===== config.mk =====
export PLATFORM = sky130hd
export DESIGN_NAME = irot_queue
export DESIGN_NICKNAME = d
export VERILOG_FILES = /design/src/irot_pkg.sv /design/src/irot_queue.sv
export SDC_FILE = /design/constraint.sdc
export NUM_CORES = 1
export LEC_CHECK = 0
export BUFFER_PORTS_ARGS = -buffer_cell sky130_fd_sc_hd__buf_2
export CAP_MARGIN = 20
export CELL_PAD_IN_SITES_DETAIL_PLACEMENT = 0
export CELL_PAD_IN_SITES_GLOBAL_PLACEMENT = 1
export CORE_AREA = 2 2 106 108
export DETAILED_ROUTE_END_ITERATION = 7
export DIE_AREA = 0 0 108 110
export GPL_TIMING_DRIVEN = 1
export PLACE_DENSITY_LB_ADDON = 0.1
export SLEW_MARGIN = 15
export SYNTH_ARGS = -nofsm -noshare
export SYNTH_HDL_FRONTEND = slang
export SYNTH_SLANG_ARGS = --single-unit

===== constraint.sdc =====
create_clock -name clk_i -period 4.5 [get_ports clk_i]
set_input_delay 0.675 -clock clk_i [delete_from_list [all_inputs] [get_ports clk_i]]
set_output_delay 0.675 -clock clk_i [all_outputs]
set_load 0.05 [all_outputs]

===== src/irot_pkg.sv =====
// ----------------------------------------------------------------------------
// irot_pkg: shared constants for the 90-degree image rotator
// Holds input mode codes, side length width and reset, and result queue depth.
// ----------------------------------------------------------------------------
package irot_pkg;

  // Input item modes.
  localparam logic MODE_PUSH  = 1'b0;  // write one pixel, emit if a frame is held
  localparam logic MODE_DRAIN = 1'b1;  // emit only

  // Width of the side length register.
  localparam int unsigned SIDE_CFG_W = 6;

  // Reset value of the side length register.
  localparam int unsigned SIDE_RESET = 32;

  // Entries in the result queue between the front and the output.
  localparam int unsigned QUEUE_DEPTH = 4;
  localparam int unsigned QUEUE_PTR_W = $clog2(QUEUE_DEPTH);
  localparam int unsigned QUEUE_CNT_W = $clog2(QUEUE_DEPTH + 1);

endpackage


===== src/irot_queue.sv =====
// ----------------------------------------------------------------------------
// irot_queue: result queue
// Small FIFO that holds rotated pixels until the output side takes them.
// ----------------------------------------------------------------------------
module irot_queue #(
  parameter int unsigned PIXEL_BITS = 32
) (
  input  logic                  clk_i,
  input  logic                  rst_ni,
  input  logic                  push_i,
  input  logic [PIXEL_BITS-1:0] push_pixel_i,
  input  logic                  push_last_i,
  output logic                  can_accept_o,
  output logic                  out_valid_o,
  input  logic                  out_ready_i,
  output logic [PIXEL_BITS-1:0] pixel_out_o,
  output logic                  frame_last_o
);

  localparam int unsigned PtrW = irot_pkg::QUEUE_PTR_W;
  localparam int unsigned CntW = irot_pkg::QUEUE_CNT_W;

  logic [PIXEL_BITS-1:0] pix_q  [irot_pkg::QUEUE_DEPTH];
  logic                  last_q [irot_pkg::QUEUE_DEPTH];
  logic [PtrW-1:0]       wr_ptr_q, wr_ptr_d, rd_ptr_q, rd_ptr_d;
  logic [CntW-1:0]       count_q, count_d;
  logic                  pop;
  logic [CntW:0]         reserved;

  assign out_valid_o  = (count_q != '0);
  assign pop          = out_valid_o & out_ready_i;
  assign pixel_out_o  = pix_q[rd_ptr_q];
  assign frame_last_o = last_q[rd_ptr_q];

  // A read already in flight in the front holds a slot of its own.
  assign reserved     = {1'b0, count_q} + (CntW + 1)'(push_i);
  assign can_accept_o = reserved < (CntW + 1)'(irot_pkg::QUEUE_DEPTH);

  always_comb begin
    wr_ptr_d = push_i ? wr_ptr_q + 1'b1 : wr_ptr_q;
    rd_ptr_d = pop ? rd_ptr_q + 1'b1 : rd_ptr_q;
    count_d  = count_q + CntW'(push_i) - CntW'(pop);
  end

  always_ff @(posedge clk_i or negedge rst_ni) begin
    if (!rst_ni) begin
      wr_ptr_q <= '0;
      rd_ptr_q <= '0;
      count_q  <= '0;
    end else begin
      wr_ptr_q <= wr_ptr_d;
      rd_ptr_q <= rd_ptr_d;
      count_q  <= count_d;
    end
  end

  always_ff @(posedge clk_i) begin
    if (push_i) begin
      pix_q[wr_ptr_q]  <= push_pixel_i;
      last_q[wr_ptr_q] <= push_last_i;
    end
  end

endmodule


Yosys cells after proc, flatten, opt, wreduce, memory -nomap -nowiden
Memory sizes are Yosys's and may differ from the RTL's.
Cells that the tools add are included.
{"block": "word_totals", "reg_bits": 7, "ram_bits": 132, "inputBits": 37, "output_inout_bits": 35, "elab_cells": 15, "mem_count": 2}
{"memory": "pix_q", "words": 4, "width": 32, "read_ports": 1, "rd_ports_with_merged_regs": 0, "wr": 1, "line": "irot_queue.sv:23", "rtl": "logic [PIXEL_BITS-1:0] pix_q [irot_pkg::QUEUE_DEPTH];"}
{"memory": "last_q", "words": 4, "width": 1, "read_ports": 1, "rd_ports_with_merged_regs": 0, "wr": 1, "line": "irot_queue.sv:24", "rtl": "logic last_q [irot_pkg::QUEUE_DEPTH];"}
{"block": "op_classes", "add_sub_neg": 5, "order_cmp": 1, "muxes": 2, "bitwise": 1, "reduce_logical": 1}
{"cell": "2-bit by 1-bit adder with 2-bit output, second input constant", "n": 2}
{"cell": "3-bit by 1-bit adder with 4-bit output", "n": 1}
{"cell": "4-bit by 3-bit less-than comparator with 1-bit output, second input constant", "n": 1}
{"cell": "3-bit by 1-bit adder with 3-bit output", "n": 1}
{"cell": "3-bit nonzero test", "n": 1}
{"cell": "3-bit by 1-bit subtractor with 3-bit output", "n": 1}
{"cell": "1-bit 2-to-1 mux", "n": 2}
{"cell": "1-bit bitwise AND", "n": 1}

Depth between registers and ports, before layout
Gate-level depths: netlist of run 1.
{"block": "depth", "word_depth": 3, "ltp_mapped": 7, "mapped_depth_nobuf": 7}

Worst setup path before layout of run 1
OpenSTA, ideal clock, no wires.
{"block": "synth_timing", "kind": "input-to-output", "from": "input port push_i", "to": "output port can_accept_o", "arrival_time_ns": 1.732, "required_time_ns": 3.825, "slack_ns": 2.093, "stages": 3, "path_buffers": 1, "path_cell_list": "clkbuf_1 nand2_1 o22ai_1"}
{"block": "synth_via", "elab_chain_cells": 2}
{"element": "start: declaration", "line": "irot_queue.sv:10", "rtl": "input logic push_i,"}
{"element": "3-bit by 1-bit adder with 4-bit output", "line": "irot_queue.sv:36", "rtl": "assign reserved = {1'b0, count_q} + (CntW + 1)'(push_i);"}
{"element": "4-bit by 3-bit less-than comparator with 1-bit output", "line": "irot_queue.sv:37", "rtl": "assign can_accept_o = reserved < (CntW + 1)'(irot_pkg::QUEUE_DEPTH);"}
{"element": "end: declaration", "line": "irot_queue.sv:13", "rtl": "output logic can_accept_o,"}
No other way between the ends.

Worst setup path in the final report of run 1
{"block": "layout_timing", "from": "register rd_ptr_q[0]", "to": "output port frame_last_o"}
{"block": "layout_via", "elab_chain_cells": 1}
{"element": "start: declaration", "line": "irot_queue.sv:25", "rtl": "logic [PtrW-1:0] wr_ptr_q, wr_ptr_d, rd_ptr_q, rd_ptr_d;"}
{"element": "start signal: assignment", "line": "irot_queue.sv:52", "rtl": "rd_ptr_q <= rd_ptr_d;"}
{"element": "memory 4 x 1 bit"}
{"element": "end: declaration", "line": "irot_queue.sv:17", "rtl": "output logic frame_last_o"}
No other way between the ends.

==> flow_summary.yaml, run 1 <==
hold_path:
  min_to: "pix_q[2][31]"
  hold_depth: 1
  worstHoldStart: "push_pixel_i[31]"
  hold_path_class: "in2reg"
floorplan:
  start_util_pct: 49.04
  dieArea_um2: 11880
  core.rowCount: 38
  ios: 72
  die_h_um: 110
  die_w_um: 108
  coreArea_um2: 10700
placement:
  routabilityCongestion: 0.6886
  dpl.hpwl_um: 4713
  dpl_cell_area_um2: 5697
  portBuffers: 71
synthesis:
  synth_area_leaders: "edfxtp_1 76%, mux4_2 12%, dfrtp_1 3.3%, mux4_1 2.5%, ha_1 1.7%"
  syn_inst: 212
  synth_cell_type_count: 22
  ys_warn_count: 0
  synth_top_area_share_pct: 75.55
  syn_area_um2: 5246
  synth_commonest_cells: "132 x edfxtp_1, 28 x mux4_2, 7 x dfrtp_1, 7 x ha_1, 6 x inv_1"
  synth_top_area_cell: "edfxtp_1"
  synth_seq_cells: 139
  ys.flop_type: "edfxtp_1"
  synthArstFlopShare_pct: 5.036
  synth.net_count: 257
  avgSynthCellArea_um2: 24.75
  synth.most_common_cell: "edfxtp_1"
  yosysSeqAreaShare_pct: 78.89
  synth_edf_count: 132
timing:
  clock.fmax_ghz: 0.3133
  tns_ns: 0
  timing.final.setup_violations: 0
  hold_viol: 0
  period_needed_ns: 3.192
  clock_skew_ns: 0.004686
  rsz0062_at_grt: "false"
  hold_ws_ns: 0.3811
  timing.final.crit_share_pct: 70.94
  timing.slew.headroom_pct: 36.06
  tightest_slew_ns: 0.9592
  finalMaxSlewViolations: 0
drt:
  routedWlPerCell_um: 18.82
  routed_via_density: 5.241
  first_pass_iters: 4
  drc: 0
  drt_wl_total_um: 8431
  drtIter0Drc: 123
  vias: 2348
  antenna_left: 0
job:
  max_cap_viol_count: 0
critical_path:
  required_ns: 3.83
  crit_slowest_cell: "dfrtp_2"
  r2r_start: "count_q[1]"
  path_class: "reg2out"
  worstReg2RegEnd: "count_q[2]"
  crit_path_start_kind: "flop"
  crit_path_cell_trace: "buf_4 > mux4_1 > buf_2"
  reg2reg_setup_slack_ns: 2.50
  r2r_cells: 7
  max_stage_delay_ns: 0.70
  cp-end-kind: "output pin"
  cp_max_fo: 20
  critPathArrivalTime_ns: 2.52
clocking:
  clk_pin_slew_worst_paths_ns: 0.05
  tritoncts: "yes"
  clockRootBuffer: "clkbuf_8"
  cts.path.max_buffers: 2
  htree_levels: 4
  cts.repair.resized: 0
  cts_sinks: 139
  cts_inserted_buffers: 17
  insertion_delay_ns: 0.51
pwr:
  power_density_nw_per_um2: 777.7
  ir_drop_mv: 0.4823
  power_leakage_nw: 2.248
global_route:
  grt_max_degree: 35
  grt_first_pass_wirelength_um: 13120
  grt_antenna_before_repair: 0
  grt_pass1_vias: 2429
  grtUsageTotal_pct: 15.69
  overflow: 0
layout:
  multi_input_area_um2: 994.7
  drive_gt1_share_pct: 43.83
  final_area_um2: 6302
  seq_area_um2: 4141
  nFillCells: 809
  layout.nets: 340
  post-route-util_pct: 58.91
  syn_to_final_growth_pct: 20.13
  n_antenna_cell: 0
outcome:
  status: "finished clean"
## layer usage
metal  wire length, um  track usage (%)  part of all wire [%]
met1              3625            20.31                    43
met2              4328            24.80                    51
met3               385            5.467                   4.6
met4                92            6.044                   1.1
met5                 0                0                     0
## layout by cell type, fill, tap and decap left out, types with 2 or more instances in the layout
cell / instances
and2_2: 4
buf_2: 71
bufinv_16: 4
clkbuf_16: 16
clkinv_1: 2
clkinv_2: 5
clkinv_4: 2
dfrtp_1: 5
dfrtp_2: 2
edfxtp_1: 132
ha_1: 7
inv_1: 6
mux4_1: 5
mux4_2: 28
nand2_1: 2
xor2_1: 3
## worst max-delay path by stage
stage / startpoint / end / slack (ns) / cells past startpoint
global placement: rd_ptr_q[0] / pixel_out_o[1] / 1.75 / 3
finish: rd_ptr_q[0] / frame_last_o / 1.31 / 3
floorplan: push_i / can_accept_o / 2.09 / 3
global route: rd_ptr_q[0] / frame_last_o / 1.11 / 3
detailed placement: rd_ptr_q[0] / pixel_out_o[2] / 1.76 / 3
CTS: rd_ptr_q[0] / frame_last_o / 1.19 / 3
## critical path, delay by kind of cell (launching register included)
kind                   cells  cell delay (ns)
DFF                        1             0.70
buffers and inverters      2             0.70
muxes                      1             0.61
## cells by family after synthesis
group                      after synthesis  share of synthesized area [%]
AOI/OAI and AO/OA                        5                         0.7394
xor gates and xnor gates                 4                         0.6679
adders and majority gates                8                          2.051
buffers and inverters                   15                          2.242
DFF                                    139                          78.89
muxes                                   33                          14.52
and+or+nand+nor                          8                         0.8825
## sequential cells by signal (all words and copies together), names as in the netlist
name,count
rd_ptr_q,2
wr_ptr_q,2
last_q,4
pix_q,128
count_q,3
## report_power, final
part / switching, W / leakage [nW] / internal (W)
clock network: 0.000484 / 0.293 / 0.000891
logic: 0.00113 / 0.662 / 0.000516
registers: 0.000179 / 1.29 / 0.00171
## per-stage QoR
stage               total power (W)  std cells  worst slack [ns]
floorplan                  0.003267        212             2.093
global placement           0.003573        415             1.751
detailed placement         0.003582        415             1.756
CTS                        0.004968        448             1.192
global route               0.005127        448             1.111
finish                     0.004901        448             1.308
## cell type report
type,count,share of cell area (%)
well taps,140,2.779
clock inverters,14,2.819
multi-input cells,58,15.78
flip-flops and latches,139,65.71
inverters,6,0.3574
repair buffers,73,5.916
clock buffers,18,6.631
## what timing repair did
item                      CTS  global route
hold buffers                1             0
hold endpoints to repair    7             0
setup buffers               0             0
Power figures use the tool's default switching activity.
==> run 2, diff against run 1 <==
--- a/config.mk
+++ b/config.mk
@@ -9,9 +9,9 @@
 export CAP_MARGIN = 20
 export CELL_PAD_IN_SITES_DETAIL_PLACEMENT = 0
 export CELL_PAD_IN_SITES_GLOBAL_PLACEMENT = 1
-export CORE_AREA = 2 2 106 108
+export CORE_AREA = 2 2 111 113
 export DETAILED_ROUTE_END_ITERATION = 7
-export DIE_AREA = 0 0 108 110
+export DIE_AREA = 0 0 113 115
 export GPL_TIMING_DRIVEN = 1
 export PLACE_DENSITY_LB_ADDON = 0.1
 export SLEW_MARGIN = 15
==> constraint.sdc (replaced) <==
create_clock -name clk_i -period 2.8 [get_ports clk_i]
set_input_delay 0.42 -clock clk_i [delete_from_list [all_inputs] [get_ports clk_i]]
set_output_delay 0.42 -clock clk_i [all_outputs]
set_load 0.05 [all_outputs]
==> run 2 against run 1 <==
Compared with the run above:
- the flow now finishes with violations (design-rule violations)
- via count increased by 1.4%
- non-clock buffer count up 7
- die area up 9.4%
- critical path depth is the same
- utilization is 5.3 points lower
- setup slack got worse by 1.0 ns
- sequential power rose by 57%
- power increased by 60%
==> flow_summary.yaml, run 2 (synthesized netlist as in run 1, its figures left out) <==
outcome:
  status: "complete, but fails checks"
  violations: "design-rule violations"
layout:
  top_register: "pix_q"
  reg.largest.list: "pix_q x128, last_q x4, count_q x3"
  post-route-util_pct: 53.63
  final_cell_mix: "132 x edfxtp_1, 71 x buf_2, 28 x mux4_2"
  n_antenna_cell: 0
  final_common_cell: "edfxtp_1"
  largest_reg_flops: 128
  syn_to_final_growth_pct: 20.75
  nFillCells: 925
  drive_gt1_share_pct: 43.17
  layout.nets: 347
placement:
  dpl.hpwl_um: 5421
  post-place-ws_ns: 0.6348
  portBuffers: 71
  routabilityCongestion: 0.6700
critical_path:
  cp.buffers_inverters: 2
  cp-startpoint: "rd_ptr_q[0]"
  worstReg2RegEnd: "count_q[2]"
  cpLargestDelayFamily: "multiplexers"
  r2r_cells: 7
  crit_path_start_kind: "flop"
  path_class: "reg2out"
  reg2reg_setup_slack_ns: 0.80
  cp.depth: 3
  crit_slowest_cell: "mux4_1"
  crit_path_cell_trace: "buf_12 > mux4_1 > buf_2"
  required_ns: 2.38
  r2r_start: "count_q[1]"
  cp_max_fo: 26
  critPathCapture: "frame_last_o"
  max_stage_delay_ns: 0.60
  critPathArrivalTime_ns: 2.10
  cp-end-kind: "output pin"
global_route:
  grt_first_pass_wirelength_um: 14390
  grt_pass1_vias: 2535
  grt_antenna_before_repair: 0
  grtUsageTotal_pct: 15.46
  overflow: 0
  grt_max_degree: 34
pwr:
  power_density_nw_per_um2: 1234
  p_clk_share_pct: 26.2
  power.share.sequential_pct: 37.8
  power.internal_w: 0.004916
  power_w: 0.007818
  p_switching_w: 0.002902
  p_comb_share_pct: 36.0
  swShare_pct: 37.12
  power_leakage_nw: 2.261
  ir_drop_mv: 0.7278
timing:
  clock.fmax_ghz: 0.3974
  rsz0062_at_grt: "false"
  hold_ws_ns: 0.2259
  timing.final.crit_share_pct: 89.88
  finalMaxSlewViolations: 0
  clock_skew_ns: 0.007937
  hold_viol: 0
  timing.final.setup_violations: 0
  tns_ns: 0
  timing.slew.headroom_pct: 58.08
  layout_setup_ws_ns: 0.2835
  period_needed_ns: 2.517
  tightest_slew_ns: 0.6287
clocking:
  cts.repair.resized: 0
  cts_inserted_buffers: 17
  cts_hold_buf: 1
  clk_pin_slew_worst_paths_ns: 0.06
  cts_sinks: 139
  postCtsSetupBuffers: 0
  clockRootBuffer: "clkbuf_16"
  tritoncts: "yes"
  htree_levels: 4
  insertion_delay_ns: 0.41
  cts.path.max_buffers: 2
drt:
  routed_via_density: 5.154
  first_pass_iters: 6
  routedWlPerCell_um: 19.64
  vias: 2381
  drc: 7
  drt_wl_total_um: 9072
  antenna_left: 0
  drtIter0Drc: 182
floorplan:
  dieArea_um2: 13000
  core.rowCount: 40
  die_h_um: 115
  start_util_pct: 44.42
  coreArea_um2: 11810
  ios: 72
  die_w_um: 113
job:
  max_cap_viol_count: 0
hold_path:
  hold_path_class: "in2reg"
[run 2: worst min path at each step]
stage,start,to,depth (start not counted)
after floorplan,rst_ni,count_q[0],0
after global placement,rst_ni,wr_ptr_q[0],1
after detailed placement,rst_ni,wr_ptr_q[0],1
after CTS,push_pixel_i[17],pix_q[3][17],1
after global routing,push_pixel_i[8],pix_q[0][8],1
final,push_pixel_i[11],pix_q[2][11],1
[run 2: cell type report]
class | count | area (um^2) | share of cell area, %
sequential | 139 | 4141 | 65.38
tap | 147 | 183.9 | 2.903
clock inverter | 12 | 105.1 | 1.659
timing repair buffer | 80 | 450.4 | 7.110
inverter | 6 | 22.52 | 0.3555
clock buffer | 20 | 436.7 | 6.893
multi-input combinational | 58 | 994.7 | 15.70
[run 2: metrics by stage]
stage	cells	cell area [um^2]
2_1_floorplan	212	5246
3_3_place_gp	429	5783
3_5_place_dp	429	5783
4_1_cts	462	6335
5_1_grt	462	6335
6_report	462	6335
[run 2: power by group through the flow]
stage | Combinational, W | Sequential [W] | Clock, W
floorplan | 0.00239 | 0.00286 | 0
global placement | 0.00286 | 0.00299 | 0
detailed placement | 0.00287 | 0.00300 | 0
CTS | 0.00288 | 0.00297 | 0.00209
global route | 0.00300 | 0.00301 | 0.00219
finish | 0.00282 | 0.00295 | 0.00205
[run 2: routing by layer]
metal,part of all wire [%],vias to the layer above,global-route usage [%]
met5,0,-,0
li1,-,1068,-
met4,1.5,0,7.805
met2,49,56,23.83
met3,3.6,11,4.586
met1,46,1246,20.30
